<file path="src/sv/htq_pkg.sv">
package htq_pkg;

    localparam int HeapDepthDef = 64;
    localparam int TimerIdsDef  = 32;
    localparam int DeadlineW    = 64;
    localparam int IdW          = 5;
    localparam int CountW       = 6;

    typedef enum logic [1:0] {
        OP_SCHEDULE = 2'd0,
        OP_CANCEL   = 2'd1,
        OP_POLL     = 2'd2,
        OP_NONE     = 2'd3
    } op_t;

    localparam logic KIND_HEADER = 1'b0;
    localparam logic KIND_FIRED  = 1'b1;

    function automatic logic entry_before(
        input logic [DeadlineW-1:0] da,
        input logic [IdW-1:0]       ia,
        input logic [DeadlineW-1:0] db,
        input logic [IdW-1:0]       ib
    );
        return (da < db) || ((da == db) && (ia < ib));
    endfunction

endpackage

</file>
<file path="src/sv/htq_heap_ram.sv">
module htq_heap_ram
    import htq_pkg::*;
#(
    parameter int HEAP_DEPTH = HeapDepthDef,
    localparam int AW = $clog2(HEAP_DEPTH)
)
(
    input  logic                 clk,
    input  logic                 we,
    input  logic [AW-1:0]        waddr,
    input  logic [DeadlineW-1:0] wdeadline,
    input  logic [IdW-1:0]       wid,
    input  logic [AW-1:0]        raddr,
    output logic [DeadlineW-1:0] rdeadline,
    output logic [IdW-1:0]       rid
);

    logic [DeadlineW+IdW-1:0] mem [HEAP_DEPTH];
    logic [DeadlineW+IdW-1:0] rdata_reg;

    always_ff @(posedge clk)
    begin
        if (we)
        begin
            mem[waddr] <= {wdeadline, wid};
        end
        rdata_reg <= mem[raddr];
    end

    assign rdeadline = rdata_reg[DeadlineW+IdW-1:IdW];
    assign rid       = rdata_reg[IdW-1:0];

endmodule

</file>
<file path="config.mk">
export PLATFORM = sky130hd
export DESIGN_NAME = htq_heap_ram
export DESIGN_NICKNAME = d
export VERILOG_FILES = /design/src/sv/htq_pkg.sv /design/src/sv/htq_heap_ram.sv
export SDC_FILE = /design/constraint.sdc
export NUM_CORES = 2
export LEC_CHECK = 0
export CORE_ASPECT_RATIO = 0.8
export CORE_UTILIZATION = 50
export CTS_BUF_LIST = sky130_fd_sc_hd__clkbuf_2 sky130_fd_sc_hd__clkbuf_4 sky130_fd_sc_hd__clkbuf_8
export CTS_CLUSTER_DIAMETER = 200
export CTS_CLUSTER_SIZE = 10
export DETAILED_ROUTE_END_ITERATION = 8
export DONT_BUFFER_PORTS = 1
export GPL_ROUTABILITY_DRIVEN = 0
export PLACE_DENSITY = 0.75
export SYNTH_ARGS = -nofsm -noshare
export SYNTH_HDL_FRONTEND = slang
export SYNTH_MEMORY_MAX_BITS = 65536
export SYNTH_SLANG_ARGS = --single-unit
</file>
<file path="constraint.sdc">
create_clock -name clk -period 9.3 [get_ports clk]
set_input_delay 1.86 -clock clk [delete_from_list [all_inputs] [get_ports clk]]
set_output_delay 1.86 -clock clk [all_outputs]
set_load 0.02 [all_outputs]
</file>
=== Yosys cells after proc, flatten, opt, wreduce, memory -nomap -nowiden ===
Memory sizes are Yosys's and may differ from the RTL's. A register that Yosys moved wholly into a read port is not among the register bits.
Cells that the tools add are included.

* Multiplexer cells: 2

{| class="wikitable"
|+ Operators by type and width
! kind !! number
|-
| 1-bit two-way mux || 2
|}

* Output and inout bits: 69
* Register bits after elaboration: 0
* Input bits: 83
* RAM bits: 4416
* Word-level logic and storage cells: 3
* Memories kept: 1

{| class="wikitable"
|+ Memories
! name !! depth !! width !! read ports !! clocked after memory_dff !! write ports !! line !! RTL
|-
| mem || 64 || 69 || 1 || 1 || 1 || htq_heap_ram.sv:18 || <nowiki>logic [DeadlineW+IdW-1:0] mem [HEAP_DEPTH];</nowiki>
|}

=== Logic depth before layout (Yosys ltp) ===
* Word-level depth: 2
* Mapped depth: 9
* Depth with buffers taken out: 4

=== Worst setup path before layout ===
No wires, ideal clock.

* Kind: input port to flip-flop
* From: input waddr[3]
* To: memory mem[48][0] in the netlist's numbering, enable pin
* Arrival: 7.067 ns
* Path buffers: 1
* Stages: 4
* Slack: 1.652 ns
* Setup time: 0.581 ns
* Required time: 8.719 ns
* Cells stage by stage: clkbuf_1 > nor2b_1 > nand4b_1 > nor3_1

{| class="wikitable"
|+ RTL lines
! element !! line !! RTL
|-
| start, declared || htq_heap_ram.sv:10 || <nowiki>input logic [AW-1:0] waddr,</nowiki>
|-
| end, declared || htq_heap_ram.sv:18 ||
|}

No word-level cell before the write port.

==> results.json <==
{
  "synth_edf_count": 4416,
  "syn_inst": 7005,
  "hold_path.class": "register to register",
  "yosys.area.top_type": "edfxtp_1",
  "ant_nets": 0,
  "wirelength_met1_mm": 161,
  "cts-htree-levels": 6,
  "cpMaxStageDelayCell": "buf_16",
  "routedWlPerCell_um": 39.2,
  "drive_above_1_share": 0.287,
  "antenna_found_initial": 14,
  "grt_pass1_wl_mm": 644,
  "setup_viol": 0,
  "final.fill_count": 23400,
  "tightest_slew_ns": 1.78,
  "worst-setup-path-type": "input pin to register",
  "largest_reg_flops": 4416,
  "top_layer": "met5",
  "drt-pass1-iter-count": 6,
  "critPathBufInv": 4,
  "clock_sinks": 4485,
  "grt_pass1_vias": 82200,
  "io_pins": 152,
  "clockBufferDepth": 4,
  "powerDensity_nw_per_um2": 202,
  "finalSetupTns_ns": 0,
  "drc": 0,
  "cp.arrival_ns": 6.45,
  "outcome": "finished with violations",
  "cts_buffers": 522,
  "drt_iter0_markers": 15700,
  "synthMostInstantiatedCell": "edfxtp_1",
  "endpoint_kind": "register",
  "grt_max_degree": 902,
  "ys_seq_area_frac": 0.798,
  "clk_latency_ns": 1.09,
  "track_usage": 0.275,
  "yosysTopAreaCellShare": 0.790,
  "wl_met2_mm": 212,
  "cts-root-buf": "clkbuf_8",
  "overflow": 0,
  "p_leak_nw": 55.9,
  "drv_slew": 262,
  "row_count": 189,
  "cts_tree": "done",
  "fin_worst_skew_ns": 0.0499,
  "crit_family": "buffers and inverters",
  "hpwl_mm": 228,
  "wl_mm": 471,
  "syn-num-nets": 7088,
  "cp.required_ns": 10.24,
  "placed_area_um2": 174000,
  "cp-start-kind": "input pin",
  "fin_area_um2": 183000,
  "chipWidth_um": 650,
  "max_cap_violations": 0,
  "async_reset_ff_frac": 0,
  "num_vias": 83100,
  "relSlewSlack": -0.185,
  "violations": "slew limit",
  "ir_drop_mv": 0.129,
  "hold_slack_ns": 0.825,
  "fmax_mhz": 182,
  "min_period_ns": 5.51,
  "post-cts-setup-buffers": 0,
  "syn2layout_area_growth_pct": 9.14,
  "rsz0062_at_grt": "false",
  "worst_path_most_repeated_cell": "buf_16",
  "layout.nets": 7405,
  "worst_slack_ns": 3.79,
  "yosysWarnings": 0,
  "synth_ff_type": "edfxtp_1",
  "clkSlewWorstSetupHoldPaths_ns": 0.07,
  "synth.distinct_cells": 28,
  "cp_max_fo": 153,
  "synth_area_um2": 168000,
  "vias_per_cell": 6.93,
  "ys_ff_latch": 4485,
  "synth_common_cells": "edfxtp_1 (4,416), mux4_2 (1,104), a22oi_1 (276)",
  "die_area_um2": 338000,
  "synth_area_leaders": "edfxtp_1 (79%), mux4_2 (15%), a22oi_1 (1.2%), dfxtp_1 (0.82%), mux2i_1 (0.63%)",
  "start_util": 0.505,
  "final.period_utilization": 0.592,
  "cts_hold_buf": 0,
  "preCtsSetupSlack_ns": 2.92,
  "hold_viol_final": 0,
  "crit_path_cell_trace": "buf_16 -> buf_16 -> buf_16 -> buf_16 -> mux4_2 -> mux2i_1 -> o22ai_1 -> o211a_1",
  "cts_resized": 0,
  "io_buffers": 0,
  "wl_met3_mm": 74.6,
  "syn_avg_cell_area_um2": 24.0,
  "die_h_um": 520,
  "slowest_delay_ns": 0.83,
  "core_area_um2": 333000
}
-- tightest hold or removal path, cell delays in order, from the launching register on --
cell,delay [ns]
edfxtp_1,0.32
mux4_2,0.22
a22oi_1,0.06
nand3_1,0.08
o211a_1,0.13
-- kinds of logic (layout without fill, tap and decap cells) --
logic type	count (synthesis)	in the layout	share of synthesized area
flops	4485	4485	0.798
mux	1209	1209	0.154
other cells	0	15	0
buf+inv	400	987	0.0114
compound gates	603	603	0.0273
simple gates	308	308	0.00897
-- final timing paths --
check | start | endpoint | slack, ns | cells past startpoint
hold / removal | mem[4][34] | rdata_reg[34] | 0.83 | 4
setup / recovery | raddr[0] | rdata_reg[55] | 3.79 | 8
hold reg to reg | mem[4][34] | rdata_reg[34] | 0.83 | 4
setup reg to reg | mem[63][6] | rdata_reg[6] | 7.40 | 4
-- placed cells by master (no fill, tap or decap), types with 2 or more instances in the layout --
cell type / Yosys / final
nand3b_1: 27 / 27
or3_1: 3 / 3
or3b_2: 3 / 3
nand2b_2: 0 / 6
nand4_1: 2 / 2
nor3_2: 0 / 2
nand2_2: 0 / 2
nor2_1: 117 / 53
edfxtp_1: 4416 / 4416
clkbuf_4: 0 / 219
buf_16: 0 / 13
nand2b_1: 9 / 3
nand3_1: 121 / 120
a22oi_1: 276 / 276
buf_4: 42 / 171
a211oi_1: 69 / 69
o211a_1: 69 / 69
diode_2: 0 / 15
clkinvlp_4: 0 / 21
inv_6: 0 / 17
o221ai_1: 51 / 51
dfxtp_1: 69 / 69
o22ai_1: 138 / 138
and2_4: 0 / 2
buf_12: 0 / 9
nor2_4: 0 / 64
nor2b_1: 9 / 4
mux2i_1: 105 / 105
mux4_2: 1104 / 1104
nor2b_4: 0 / 5
nand2_1: 8 / 6
clkbuf_8: 0 / 536
or2_2: 2 / 2
-- where the power goes --
part	internal (mW)	switching [mW]	leakage, nW
sequential	22.4	0.154	40.3
combinational	0.643	0.810	10.6
clock	6.19	6.84	4.95
total	29.2	7.80	55.9
-- cell type report --
| type | instances | area (um^2) | share of cell area |
|---|---|---|---|
| tap | 4393 | 5500 | 0.0300 |
| antenna | 15 | 37.5 | 0.000205 |
| sequential | 4485 | 134000 | 0.731 |
| multi-input combinational | 2120 | 32600 | 0.178 |
| clock inverter | 39 | 323 | 0.00176 |
| timing repair buffer | 193 | 1820 | 0.00994 |
| clock buffer | 755 | 9020 | 0.0492 |
-- layer usage --
metal	vias to the layer above	track usage
met5	-	0
met2	7431	0.413
met1	43600	0.378
li1	30900	-
met4	12	0.113
met3	1195	0.0867
-- stage by stage --
| stage | cells | total power, mW | util |
|---|---|---|---|
| final | 12000 | 37.0 | 0.551 |
| after global routing | 12000 | 37.9 | 0.551 |
| after CTS | 12000 | 36.9 | 0.550 |
| after detailed placement | 11200 | 24.3 | 0.522 |
| after floorplan | 7005 | 23.9 | - |
| after global placement | 11200 | 24.3 | 0.522 |
Power figures use the tool's default switching activity.
